File: src/sv/spot_pkg.sv
`timescale 1ns / 1ps
`default_nettype none

package spot_pkg;

   localparam int TABLE_DEPTH = 256;
   localparam int IDX_W       = $clog2(TABLE_DEPTH);
   localparam int CNT_W       = $clog2(TABLE_DEPTH + 1);
   localparam int COORD_W     = 32;
   localparam int RATIO_W     = 17;
   localparam int FRAC_W      = 16;
   localparam int PROD_W      = COORD_W + RATIO_W;
   localparam int MIDX_W      = 8;

   localparam logic [RATIO_W-1:0] RATIO_RESET = RATIO_W'(32768);

   typedef logic [COORD_W-1:0] coord_type;

   typedef struct packed {
      coord_type ref_start;
      coord_type ref_end;
      coord_type qry_start;
      coord_type qry_end;
   } pair_type;

   // control from the sequencer to the compare stages
   typedef struct packed {
      logic             clear;
      logic             valid;
      logic [IDX_W-1:0] index;
   } scan_ctl_type;

   typedef struct packed {
      logic             found;
      logic [IDX_W-1:0] index;
   } match_type;

   // closed-interval intersection
   function automatic logic intervals_meet(coord_type a_lo, coord_type a_hi,
                                           coord_type b_lo, coord_type b_hi);
      return (a_lo >= b_lo && a_lo <= b_hi) || (a_hi >= b_lo && a_hi <= b_hi) ||
             (a_lo <= b_lo && a_hi >= b_hi);
   endfunction

   function automatic coord_type overlap_len(coord_type a_lo, coord_type a_hi,
                                             coord_type b_lo, coord_type b_hi);
      coord_type lo;
      coord_type hi;
      lo = (a_lo > b_lo) ? a_lo : b_lo;
      hi = (a_hi < b_hi) ? a_hi : b_hi;
      return (hi >= lo) ? (hi - lo) : '0;
   endfunction

endpackage

`default_nettype wire

File: src/sv/spot_match.sv
`timescale 1ns / 1ps
`default_nettype none

module spot_match (
   input  wire logic                       clock,
   input  wire logic                       reset,
   input  wire spot_pkg::scan_ctl_type     ctl,
   input  wire spot_pkg::pair_type         head,
   input  wire spot_pkg::pair_type         probe,
   input  wire logic [spot_pkg::PROD_W-1:0] prod_ref,
   input  wire logic [spot_pkg::PROD_W-1:0] prod_qry,
   output spot_pkg::match_type             result
);
   import spot_pkg::*;

   // stage a: intersection and overlap lengths
   logic             valid_ff, valid_in;
   logic             meet_ff, meet_in;
   coord_type        ovr_ff, ovr_in;
   coord_type        ovq_ff, ovq_in;
   logic [IDX_W-1:0] idx_ff, idx_in;
   // stage b: first qualifying entry
   match_type        match_ff, match_in;

   logic ok_ref;
   logic ok_qry;

   always_comb begin
      valid_in = ctl.clear ? 1'b0 : ctl.valid;
      meet_in  = intervals_meet(probe.ref_start, probe.ref_end, head.ref_start, head.ref_end)
              && intervals_meet(probe.qry_start, probe.qry_end, head.qry_start, head.qry_end);
      ovr_in   = overlap_len(probe.ref_start, probe.ref_end, head.ref_start, head.ref_end);
      ovq_in   = overlap_len(probe.qry_start, probe.qry_end, head.qry_start, head.qry_end);
      idx_in   = ctl.index;
   end

   // overlap * 65536 <= ratio * length
   assign ok_ref = PROD_W'({ovr_ff, {FRAC_W{1'b0}}}) <= prod_ref;
   assign ok_qry = PROD_W'({ovq_ff, {FRAC_W{1'b0}}}) <= prod_qry;

   always_comb begin
      match_in = match_ff;
      if (ctl.clear) begin
         match_in = '0;
      end else if (valid_ff && !match_ff.found && meet_ff && ok_ref && ok_qry) begin
         match_in.found = 1'b1;
         match_in.index = idx_ff;
      end
   end

   always_ff @(posedge clock) begin
      if (reset) begin
         valid_ff <= 1'b0;
         match_ff <= '0;
      end else begin
         valid_ff <= valid_in;
         match_ff <= match_in;
      end
      meet_ff <= meet_in;
      ovr_ff  <= ovr_in;
      ovq_ff  <= ovq_in;
      idx_ff  <= idx_in;
   end

   assign result = match_ff;

endmodule

`default_nettype wire

File: config.mk
export PLATFORM = sky130hd
export DESIGN_NAME = spot_match
export DESIGN_NICKNAME = d
export VERILOG_FILES = /design/src/sv/spot_pkg.sv /design/src/sv/spot_match.sv
export SDC_FILE = /design/constraint.sdc
export NUM_CORES = 1
export LEC_CHECK = 0
export CAP_MARGIN = 40
export CORE_UTILIZATION = 55
export DETAILED_ROUTE_END_ITERATION = 8
export DONT_BUFFER_PORTS = 1
export GPL_TIMING_DRIVEN = 0
export PLACE_DENSITY = 0.7
export SLEW_MARGIN = 20
export SYNTH_ARGS = -nofsm -noshare
export SYNTH_HDL_FRONTEND = slang
export SYNTH_SLANG_ARGS = --single-unit
export TNS_END_PERCENT = 30
File: constraint.sdc
create_clock -name clock -period 7.55 [get_ports clock]
set_clock_uncertainty 0.15 [all_clocks]
set_input_delay 1.51 -clock clock [delete_from_list [all_inputs] [get_ports clock]]
set_output_delay 1.51 -clock clock [all_outputs]
set_load 0.02 [all_outputs]
== Yosys cells after proc, flatten, opt, wreduce, memory -nomap -nowiden ==
Cells that the tools add are included.
Widths: inputs -> output; s select.

* Add/subtract/negate cells: 2
* Multiply operators: 0
* Divide/modulo/power cells: 0
* Magnitude comparators: 20
* Equality and inequality tests: 0
* Shift-type cells: 0
* Multiplexer cells: 4
* Bitwise operators: 0
* Reduce and logical (&&, ||, !) cells: 17

{| class="wikitable"
|+ Operators with widths
! cell !! count
|-
| $ge 32x32->1 || 8
|-
| $le 32x32->1 || 6
|-
| $mux 32 || 4
|-
| $le 48x49->1 || 2
|-
| $gt 32x32->1 || 2
|-
| $lt 32x32->1 || 2
|-
| $sub 32x32->32 || 2
|-
| $logic_and 1x1->1 || 11
|-
| $logic_or 1x1->1 || 4
|-
| $reduce_or 2->1 || 1
|-
| $logic_not 1->1 || 1
|}

* Bits in registers: 83
* Bits in latches: 0
* Bits in writable memories: 0
* Memory bits (read-only): 0
* Bits of input ports: 366
* Output and inout bits: 9
* Word-level logic and storage cells: 50
* Memories kept: 0

== Depth between registers and ports, before layout ==
Gate-level depths: netlist of run 1.

* Depth in word-level cells: 5
* Mapped depth: 25
* Gate-level depth less buffers: 22

== Worst setup path before layout of run 1 ==
Ideal clock, no wire load.

* Path kind: input to register
* Start point: input head[37] in the netlist's numbering
* End point: register ovq_ff[28]
* Setup time: 128 ps
* Arrival time: 5723 ps
* Required time: 7272 ps
* Slack: 1549 ps
* Stages: 24
* Path buffers: 2
* Cell sequence: inv_1 -> ha_1 -> a21o_1 -> a21o_1 -> a21oi_1 -> nor3_1 -> o41ai_1 -> a22o_1 -> buf_2 -> buf_2 -> nand2_1 -> o21ai_0 -> ha_1 -> inv_1 -> fa_1 -> a21o_1 -> a221oi_2 -> a21oi_2 -> a221oi_2 -> a31oi_1 -> a41o_1 -> a31oi_1 -> xor2_1 -> nor2_1

* Cells in the longest elaborated chain, start to end: 3
* Elaborated cells on any way between the ends: 4
* Classes of those cells: add/sub (1); order compare (2); mux (1)

{| class="wikitable"
|+ Ends and longest elaborated chain
! element !! RTL line !! text
|-
| start: declaration || spot_match.sv:8 || <nowiki>input wire spot_pkg::pair_type head,</nowiki>
|-
| $gt 32x32->1 || spot_pkg.sv:49 || <nowiki>lo = (a_lo > b_lo) ? a_lo : b_lo;</nowiki>
|-
| $mux 32 * || spot_pkg.sv:49 ||
|-
| $sub 32x32->32 or $ge 32x32->1 (tied branches) || spot_pkg.sv:51 || <nowiki>return (hi >= lo) ? (hi - lo) : '0;</nowiki>
|-
| end signal: assignment || spot_match.sv:61 || <nowiki>ovq_ff <= ovq_in;</nowiki>
|-
| end: declaration || spot_match.sv:20 || <nowiki>coord_type ovq_ff, ovq_in;</nowiki>
|}

Mark *: on every way between the ends. The rest lies on a longest branch, timed or not.
A chain may end at the register's enable or synchronous reset.

== Worst setup path after layout of run 1 ==
* Start point: input head[101] in the netlist's numbering
* End point: register ovr_ff[30]

* Cells in the longest elaborated chain, start to end: 3
* Elaborated cells on any way between the ends: 4
* Classes of those cells: add/sub (1); order compare (2); mux (1)

{| class="wikitable"
|+ Ends and longest elaborated chain
! element !! RTL line !! text
|-
| $gt 32x32->1 || spot_pkg.sv:49 ||
|-
| $mux 32 * || spot_pkg.sv:49 ||
|-
| $sub 32x32->32 or $ge 32x32->1 (tied branches) || spot_pkg.sv:51 ||
|-
| end signal: assignment || spot_match.sv:60 || <nowiki>ovr_ff <= ovr_in;</nowiki>
|-
| end: declaration || spot_match.sv:19 || <nowiki>coord_type ovr_ff, ovr_in;</nowiki>
|}

Marked as above.

==> results of run 1 <==
logic make-up (layout without fill, tap and decap cells):
family	count (synthesis)	count (layout)	synth area share [%]
AO/OA/AOI/OAI	465	465	21.7
AND/OR/NAND/NOR	414	414	14.7
adder cells (fa/ha/maj)	386	386	33.1
buffers and inverters	247	265	6.71
multiplexers	133	133	9.65
flip-flops	83	83	11.3
XOR/XNOR	48	48	2.87
other	0	2	0
cells in the final DEF (no fill, tap or decap), types with 16 or more instances in the layout:
master / count
nand2_1: 53
dfxtp_1: 83
nand2b_1: 17
xnor2_1: 24
nand3_1: 16
nor3_1: 32
o21ai_0: 62
nand4_1: 73
inv_1: 213
o21a_1: 24
nor2b_1: 25
a21oi_1: 125
mux2i_1: 70
xor2_1: 24
nor4_1: 17
mux2_2: 61
a21o_1: 146
nor2_1: 125
ha_1: 384
layer usage:
| layer | vias up | global-route usage (%) | share of wire [%] |
|---|---|---|---|
| met2 | 434 | 54.6 | 49 |
| met1 | 5899 | 33.7 | 41 |
| met5 | - | 0 | 0 |
| met3 | 68 | 7.44 | 7.6 |
| met4 | 0 | 9.47 | 2.7 |
| li1 | 6561 | - | - |
worst max path at each step:
stage	start	endpoint	slack, ps	depth (start not counted)
finish	head[101]	ovr_ff[30]$_SDFF_PN0_	690	24
global route	head[37]	ovq_ff[26]$_SDFF_PN0_	300	23
CTS	head[101]	ovr_ff[29]$_SDFF_PN0_	370	23
detailed placement	head[101]	ovr_ff[29]$_SDFF_PN0_	20	23
global placement	head[101]	ovr_ff[31]$_SDFF_PN0_	-250	22
floorplan	head[37]	ovq_ff[28]$_SDFF_PN0_	1550	24
metrics by stage:
stage | hold WS, ps | power (W) | cell area, um^2 | setup TNS [ps] | utilization [%]
2_1_floorplan | 287 | 0.00173 | 14600 | 0 | -
3_3_place_gp | 297 | 0.00203 | 15100 | -414 | 57.8
6_report | 321 | 0.00251 | 15400 | 0 | 59.0
3_5_place_dp | 308 | 0.00207 | 15100 | 0 | 57.8
4_1_cts | 326 | 0.00251 | 15400 | 0 | 58.9
5_1_grt | 352 | 0.00273 | 15400 | 0 | 59.0
power groups by stage:
| stage | logic [W] | clock network, W | registers, W |
|---|---|---|---|
| after global routing | 0.00167 | 0.000463 | 0.000598 |
| after floorplan | 0.00115 | 0 | 0.000583 |
| after detailed placement | 0.00147 | 0 | 0.000600 |
| after global placement | 0.00143 | 0 | 0.000598 |
| after CTS | 0.00148 | 0.000446 | 0.000590 |
| final | 0.00149 | 0.000439 | 0.000588 |
sequential cells by signal, indices dropped and copies added (netlist names):
register	count
idx_ff	8
meet_ff	1
ovq_ff	32
ovr_ff	32
result	9
valid_ff	1
worst register-to-register path, cell delays in order (launching register included):
cell      delay (ps)
dfxtp_1          310
ha_1             280
a21o_1           160
a21o_1           170
a221o_1          340
a221oi_1         530
o21ai_0          130
o21ai_0          280
o211ai_1         130
buf_2            230
mux2i_1          190
nor2_1            50
cell type report:
cell class	instances	area [um^2]	share of cell area, %
plain buffers	33	179	1.16
flip-flops and latches	83	1660	10.8
multi-input cells	1446	12000	78.0
clock inverters	7	66.3	0.431
inverters	214	803	5.22
diodes	2	5.00	0.0325
well taps	335	419	2.73
clock buffers	9	225	1.46
repair buffers	2	17.5	0.114
==> metrics.yaml, run 1 <==
fin_crit_ps: 6860
fillCellCount: 2423
cts_tree: "done"
rows: 59
synth-seq-cells: 83
power_density_nw_per_um2: 163
maxSlewHeadroom_pct: 42.7
startpoint_type: "input pin"
synth-warning-count: 0
hold_viol_final: 0
worst_path_max_delay_cell: "a2111oi_1"
required_ps: 7620
critPathMaxFanout: 10
avgRoutedWirePerCell_um: 19.8
hpwl_um: 37800
die_h_um: 165
p_comb_share_pct: 59.1
whs_endpoint: "result[6]$_SDFFE_PP0P_"
clk_root_buffer_cell: "clkbuf_16"
slowest_delay_ps: 700
io_buffers: 0
post-route-period-util_pct: 90.9
drv_cap: 0
final_cells: 2131
dp_slack_ps: 23.2
slew_violations: 0
dp_cells: 2111
layout_setup_ws_ps: 685
r2r_end: "result[3]$_SDFFE_PP0P_"
ys_top_cells_by_count: "ha_1, inv_1, a21o_1"
grt_pass1_wl_um: 63600
max_freq_ghz: 0.146
swShare_pct: 42.6
power.leakage_nw: 8.46
synthDistinctLibCells: 87
p_int_w: 0.00144
end_kind: "flip-flop"
clkPwrFrac_pct: 17.5
ys_seq_area_share_pct: 11.3
ios: 375
worstMarginPinSlew_ps: 851
syn_inst: 1776
timing.critical_path.max_delay_family: "compound AO/OA/AOI/OAI gates"
synth.area.top_cells: "ha_1, dfxtp_1, a21o_1, inv_1, mux2i_1"
reg2regPathDepth: 11
crit_chain: "inv_1 -> ha_1 -> a21o_1 -> a21o_1 -> a21oi_1 -> o22ai_1 -> a2111oi_1 -> o221a_1 -> or2_1 -> buf_6 -> buf_6 -> o21ai_0 -> ha_1 -> fa_1 -> nor2b_1 -> o21bai_1 -> a21boi_1 -> nor4_1 -> and3b_1 -> nor2_1 -> o211ai_2 -> o21ai_2 -> buf_2 -> nor3_1"
synth.largest_area_cell: "ha_1"
clock-sinks: 83
synth-edff-count: 0
grt_max_degree: 18
syn_area_um2: 14600
worst-setup-path-type: "in -> reg"
vias_per_cell: 6.08
synth.avg_cell_area_um2: 8.25
hp-start: "idx_ff[6]$_DFF_P_"
clock_latency_ps: 350
ir_drop_mv: 0.0961
drtAntennaViolNets: 0
drtPass1Iterations: 5
switchingPower_w: 0.00107
min_path_cells: 2
path_clk_slew_ps: 70
grt_overflow: 0
synthToLayoutAreaGrowth_pct: 5.02
h-tree-depth: 3
outcome: "finished, final reports clean"
r2r-start: "ovq_ff[2]$_SDFF_PN0_"
core_um2: 26100
cts_buffers: 9
r2r_slack_ps: 4490
rsz0062_at_grt: "no"
dieWidth_um: 165
hold_path_class: "reg -> reg"
initial_core_util_pct: 56.2
synth_top_area_share_pct: 32.8
nNetsFinal: 2541
syn_nets: 2528
hold_buffers: 0
synth.most_common_cell: "ha_1"
grt_pass1_vias: 12700
drt_iter0_markers: 638
ys.flop_type: "dfxtp_1"
cp.buffers_inverters: 4
cts_setup_buffers: 0
drive_above_1_share_pct: 7.02
arrival_ps: 6930
wirelength_um: 42100
grt_antenna_before_repair: 3
cts_resized: 0
async_flop_share_pct: 0
cts_buffer_depth: 2
vias: 13000
track_usage_pct: 29.9
post-route-drc-count: 0
finalSetupViolCount: 0
share_seq_of_total_power_pct: 23.4
die_area_um2: 27300
routabilityCongestion: 0.948
No activity file was read; power rests on OpenSTA's default activity.
==> run 2: changes to the inputs <==
- ABC_AREA: not set -> 1
- ABC_CLOCK_PERIOD_IN_PS: not set -> 7550
- HOLD_SLACK_MARGIN: not set -> 0.06
==> run 2 against run 1 <==
Non-clock buffer count stayed put; global-route usage is 2.7 points higher; fmax is 20% higher; cell count is 35% higher; clock power is 3% higher; largest power group unchanged; power is 19% higher; critical path type unchanged; count of clock-buffer cells in the layout is 1 higher; first-iteration DRC count is 71% higher.
==> metrics.yaml, run 2 <==
drt_iter0_markers: 1093  # was 638
cts_resized: 0  # unchanged
reg2regPathDepth: 14  # was 11
outcome: "finished, final reports clean"  # unchanged
vias: 16000  # was 13000
die_area_um2: 29000  # was 27300 um^2
post-route-period-util_pct: 75.7  # was 90.9%
slowest_delay_ps: 480  # was 700 ps
io_buffers: 0  # unchanged
grt_pass1_vias: 15000  # was 12700
clock_latency_ps: 340  # was 350 ps
post-route-drc-count: 0  # unchanged
final_cells: 2883  # was 2131
r2r-start: "ovq_ff[31]$_SDFF_PN0_"  # was ovq_ff[2]$_SDFF_PN0_
dp_cells: 2863  # was 2111
power_density_nw_per_um2: 183  # was 163 nW/um^2
slew_violations: 0  # unchanged
power.leakage_nw: 9.22  # was 8.46 nW
worst_path_most_repeated_cell: "nand2_1"
h-tree-depth: 3  # unchanged
clock-sinks: 83  # unchanged
avgRoutedWirePerCell_um: 16.6  # was 19.8 um
rows: 61  # was 59
async_flop_share_pct: 0  # unchanged
dieWidth_um: 170  # was 165 um
min_path_cells: 4  # was 2
track_usage_pct: 32.6  # was 29.9%
maxSlewHeadroom_pct: 51.9  # was 42.7%
vias_per_cell: 5.56  # was 6.08
ys.flop_type: "dfxtp_1"  # unchanged
crit_start: "head[63]"  # was head[101]
drv_cap: 0  # unchanged
worstMarginPinSlew_ps: 715  # was 851 ps
max_freq_ghz: 0.175  # was 0.146 GHz
use_met3_pct: 6.37  # was 7.44%
end_kind: "flip-flop"  # unchanged
finalSetupTns_ps: 0  # unchanged
critPathMaxFanout: 10  # unchanged
wirelength_um: 47800  # was 42100 um
cts_buffers: 9  # unchanged
worst_path_max_delay_cell: "a21boi_0"  # was a2111oi_1
hpwl_um: 42700  # was 37800 um
drtAntennaViolNets: 0  # unchanged
hp-start: "idx_ff[5]$_DFF_P_"  # was idx_ff[6]$_DFF_P_
ys_seq_area_share_pct: 10.7  # was 11.3%
synthToLayoutAreaGrowth_pct: 5.09  # was 5.02%
grt_pass1_wl_um: 75200  # was 63600 um
grt_most_used_layer: "met2"  # unchanged
grt_max_degree: 16  # was 18
cts_buffer_depth: 2  # unchanged
final_cell_mix: "nand2_1, inv_1, ha_1"  # was ha_1, inv_1, a21o_1
synth.most_common_cell: "nand2_1"  # was ha_1
grtUsageMet1_pct: 46.0  # was 33.7%
grt_antenna_before_repair: 4  # was 3
initial_core_util_pct: 56.0  # was 56.2%
synth-warning-count: 0  # unchanged
hold_path_class: "reg -> reg"  # unchanged
cts_tree: "done"  # unchanged
finalSetupViolCount: 0  # unchanged
grt_use_met2_pct: 51.2  # was 54.6%
clk_root_buffer_cell: "clkbuf_16"  # unchanged
synth-seq-cells: 83  # unchanged
hold_viol_final: 0  # unchanged
synth-edff-count: 0  # unchanged
synth.avg_cell_area_um2: 6.27  # was 8.25 um^2
syn_inst: 2485  # was 1776
core_um2: 27900  # was 26100 um^2
hold_buffers: 0  # unchanged
drtPass1Iterations: 5  # unchanged
synth.largest_area_cell: "ha_1"  # unchanged
routabilityCongestion: 0.978  # was 0.948
rsz0062_at_grt: "no"  # unchanged
syn_nets: 3237  # was 2528
grt_overflow: 0  # unchanged
ios: 375  # unchanged
synthDistinctLibCells: 47  # was 87
fin_crit_ps: 5720  # was 6860 ps
arrival_ps: 5810  # was 6930 ps
layout_commonest_cell: "nand2_1"  # was ha_1
synth_top_area_share_pct: 30.8  # was 32.8%
startpoint_type: "input pin"  # unchanged
ys_top_cells_by_count: "nand2_1, inv_1, ha_1"  # was ha_1, inv_1, a21o_1
path_clk_slew_ps: 60  # was 70 ps
nNetsFinal: 3248  # was 2541
drive_above_1_share_pct: 3.04  # was 7.02%
synth.area.top_cells: "ha_1, nand2_1, dfxtp_1, a21oi_1, inv_1"  # was ha_1, dfxtp_1, a21o_1, inv_1, mux2i_1
required_ps: 7640  # was 7620 ps
cts_setup_buffers: 0  # unchanged
ir_drop_mv: 0.107  # was 0.0961 mV
fillCellCount: 2843  # was 2423
die_h_um: 170  # was 165 um
worst-setup-path-type: "in -> reg"  # unchanged
syn_area_um2: 15600  # was 14600 um^2
[run 2: changes by cell type in the layout (fill, tap and decap cells not counted), sizes merged, moves of 17 or more]
cell and delta:
nand2 +517, nand2b -17, a21o -133, mux2i -70
nor2b -25, inv +196, nand3 +50, nand4 -30
a21oi +185, mux2 -63, nor2 +136, o21ai +92
[run 2: worst paths after layout]
kind / to / slack, ps
worst max-delay path: ovq_ff[22]$_SDFF_PN0_ / 1830
worst min-delay path: result[5]$_SDFFE_PP0P_ / 400
worst max register to register: result[2]$_SDFFE_PP0P_ / 5180
worst min register to register: result[5]$_SDFFE_PP0P_ / 400
[run 2: critical path, delay by kind of cell]
kind                       cells  cell delay [ps]
AOI/OAI and AO/OA              3              810
adders and majority gates      3              940
buffers and inverters          5              610
and+or+nand+nor               16             1930
[run 2: routing by layer]
| layer | wire length, um | up-vias |
|---|---|---|
| met1 | 22800 | 7112 |
| met3 | 4260 | 42 |
| met5 | 0 | - |
| li1 | - | 8241 |
| met2 | 20100 | 630 |
| met4 | 668 | 0 |
[run 2: area by class of cell]
type,count,area [um^2],area share (%)
Antenna cell,4,10.0,0.0611
Buffer,35,215,1.31
Clock buffer,10,239,1.46
Clock inverter,6,71.3,0.435
Inverter,413,1550,9.46
Multi-Input combinational cell,1954,12200,74.2
Sequential cell,83,1660,10.1
Tap cell,378,473,2.89
[run 2: cells by family (layout without fill, tap and decap cells)]
group | count (synthesis) | count (layout) | synth area share [%]
flip-flops | 83 | 83 | 10.7
buffers and inverters | 448 | 464 | 11.3
AO/OA/AOI/OAI | 531 | 531 | 18.2
XOR/XNOR | 40 | 40 | 2.25
AND/OR/NAND/NOR | 997 | 997 | 26.4
adder cells (fa/ha/maj) | 386 | 386 | 31.1
other | 0 | 4 | 0
[run 2: metrics by stage]
stage	util (%)	total power, W	cell area (um^2)	setup slack [ps]	hold WS (ps)
floorplan	-	0.00203	15600	2650	374
global placement	57.7	0.00247	16100	1700	393
detailed placement	57.7	0.00251	16100	1610	398
CTS	58.8	0.00297	16400	1970	403
global route	58.8	0.00331	16400	1550	440
finish	58.8	0.00299	16400	1830	398
[run 2: power by group]
group	internal (W)	total, W	switching [W]
registers	0.000584	0.000642	0.0000575
logic	0.000690	0.00190	0.00121
clock network	0.000268	0.000451	0.000183
==> run 3: changes to the inputs <==
- ABC_AREA: 1 -> 0
- ABC_CLOCK_PERIOD_IN_PS: 7550 -> 5560
- clock period: 7.55 -> 5.56 ns (I/O delays scaled with it)
==> run 3 against run 2 <==
Worst hold slack got worse by 82 ps; cell count decreased by 24%; wire length decreased by 6.9%; largest power group unchanged; highest routed layer unchanged.
==> metrics.yaml, run 3 (synthesis results as in run 1) <==
slew_violations: 0  # unchanged
postLayoutCoreUtil_pct: 63.7  # was 58.8%
hold_viol_final: 0  # unchanged
post-route-drc-count: 0  # unchanged
cts_buffer_depth: 2  # unchanged
rsz0062_at_grt: "yes"  # was no
layout_commonest_cell: "ha_1"  # was nand2_1
die_h_um: 165  # was 170 um
io_buffers: 0  # unchanged
r2r_slack_ps: 2590  # was 5180 ps
vias_per_cell: 6.18  # was 5.56
vias: 13500  # was 16000
clk_root_buffer_cell: "clkbuf_16"  # unchanged
hp-start: "idx_ff[7]$_DFF_P_"  # was idx_ff[5]$_DFF_P_
critPathMaxFanout: 7  # was 10
worstMarginPinSlew_ps: 907  # was 715 ps
arrival_ps: 5610  # was 5810 ps
startpoint_type: "input pin"  # unchanged
fin_crit_ps: 5500
drive_above_1_share_pct: 14.3  # was 3.04%
avgRoutedWirePerCell_um: 20.4  # was 16.6 um
ir_drop_mv: 0.137  # was 0.107 mV
grt_max_degree: 17  # was 16
clock-sinks: 83  # unchanged
place_area_um2: 15100  # was 16100 um^2
drtPass1Iterations: 5  # unchanged
wirelength_um: 44500  # was 47800 um
track_usage_pct: 31.1  # was 32.6%
maxSlewHeadroom_pct: 39.0  # was 51.9%
rows: 59  # was 61
finalSetupViolCount: 0  # unchanged
cts_buffers: 9  # unchanged
clock_latency_ps: 360  # was 340 ps
worst-setup-path-type: "in -> reg"  # unchanged
routabilityCongestion: 0.963  # was 0.978
end_kind: "flip-flop"  # unchanged
final_area_um2: 16600  # was 16400 um^2
hpwl_um: 37700  # was 42700 um
grt_pass1_vias: 13200  # was 15000
hold_slack_ps: 317  # was 398 ps
reg2regPathDepth: 11  # was 14
nNetsFinal: 2590  # was 3248
hold_path_class: "reg -> reg"  # unchanged
drtAntennaViolNets: 0  # unchanged
crit_start: "head[111]"  # was head[63]
grt_pass1_wl_um: 66200  # was 75200 um
post-route-period-util_pct: 98.9
dieWidth_um: 165  # was 170 um
core_um2: 26100  # was 27900 um^2
h-tree-depth: 3  # unchanged
drv_cap: 0  # unchanged
grt_overflow: 0  # unchanged
crit_end: "ovr_ff[30]$_SDFF_PN0_"  # was ovq_ff[22]$_SDFF_PN0_
ios: 375  # unchanged
outcome: "finished, final reports clean"  # unchanged
final_cells: 2181  # was 2883
final_cell_mix: "ha_1, inv_1, a21o_1"  # was nand2_1, inv_1, ha_1
required_ps: 5670  # was 7640 ps
die_area_um2: 27300  # was 29000 um^2
r2r_end: "result[5]$_SDFFE_PP0P_"  # was result[2]$_SDFFE_PP0P_
power_density_nw_per_um2: 225  # was 183 nW/um^2
path_clk_slew_ps: 80  # was 60 ps
dp_cells: 2111  # was 2863
initial_core_util_pct: 56.2  # was 56.0%
cts_tree: "done"  # unchanged
grt_antenna_before_repair: 3  # was 4
hold_buffers: 0  # unchanged
synthToLayoutAreaGrowth_pct: 13.4  # was 5.09%
drt_iter0_markers: 676  # was 1093
power.leakage_nw: 8.84  # was 9.22 nW
r2r-start: "ovq_ff[2]$_SDFF_PN0_"  # was ovq_ff[31]$_SDFF_PN0_
max_freq_ghz: 0.182
[run 3: timing repair]
action,in CTS,in global routing
gates cloned,0,2
gates resized for setup,76,79
buffers inserted,26,24
pin swaps,19,50
endpoints found under the setup margin,64,64
[run 3: per-stage QoR]
stage | setup TNS, ps | setup WS [ps] | total power (W)
floorplan | -9.26 | -9.26 | 0.00236
global placement | -80370 | -1790 | 0.00276
detailed placement | -73600 | -1520 | 0.00280
CTS | 0 | 3.32 | 0.00357
global route | -171 | -59.4 | 0.00405
finish | 0 | 63.3 | 0.00374
[run 3: worst min path at each step]
| stage | endpoint | slack (ps) | depth (start not counted) |
|---|---|---|---|
| floorplan | result[0]$_SDFFE_PP0P_ | 290 | 2 |
| CTS | result[7]$_SDFFE_PP0P_ | 320 | 2 |
| finish | result[7]$_SDFFE_PP0P_ | 320 | 2 |
| global placement | result[2]$_SDFFE_PP0P_ | 290 | 2 |
| global route | result[7]$_SDFFE_PP0P_ | 340 | 2 |
| detailed placement | result[7]$_SDFFE_PP0P_ | 300 | 2 |
[run 3: per-layer routing]
layer / GRT usage, % / part of all wire (%) / wire, um / vias to the layer above
met1: 35.1 / 40 / 17800 / 6251
li1: - / - / - / 6665
met2: 55.3 / 48 / 21500 / 483
met5: 0 / 0 / 0 / -
met4: 12.6 / 3.6 / 1620 / 0
met3: 8.07 / 8.1 / 3610 / 88
[run 3: worst max-delay path: stages]
cell       delay [ps]
inv_1              60
ha_4              290
nand4_1            80
buf_4             170
nor3_4            210
inv_2              90
a21oi_4           220
a2111oi_4         100
o221a_4           290
or2_1             220
buf_6             140
buf_12            140
mux2i_4           190
ha_4              250
a21o_1            180
a21oi_4           190
a21boi_2           80
nor4_2            240
and3b_2           270
buf_4             150
o211ai_1          250
a31oi_2           160
o21a_1            240
nor3_4            270
[run 3: where the power goes]
group | leakage [nW] | internal [W] | switching (W)
registers | 0.685 | 0.000746 | 0.0000508
logic | 8.01 | 0.00107 | 0.00123
clock network | 0.147 | 0.000356 | 0.000287
[run 3: final cells by class]
class / instances / area (um^2)
Clock buffer: 9 / 225
Clock inverter: 7 / 81.3
Multi-Input combinational cell: 1446 / 12600
Inverter: 214 / 803
Antenna cell: 3 / 7.51
Fill cell: 2212 / 9460
Timing Repair Buffer: 52 / 479
Buffer: 32 / 283
Sequential cell: 83 / 1660
Tap cell: 335 / 419
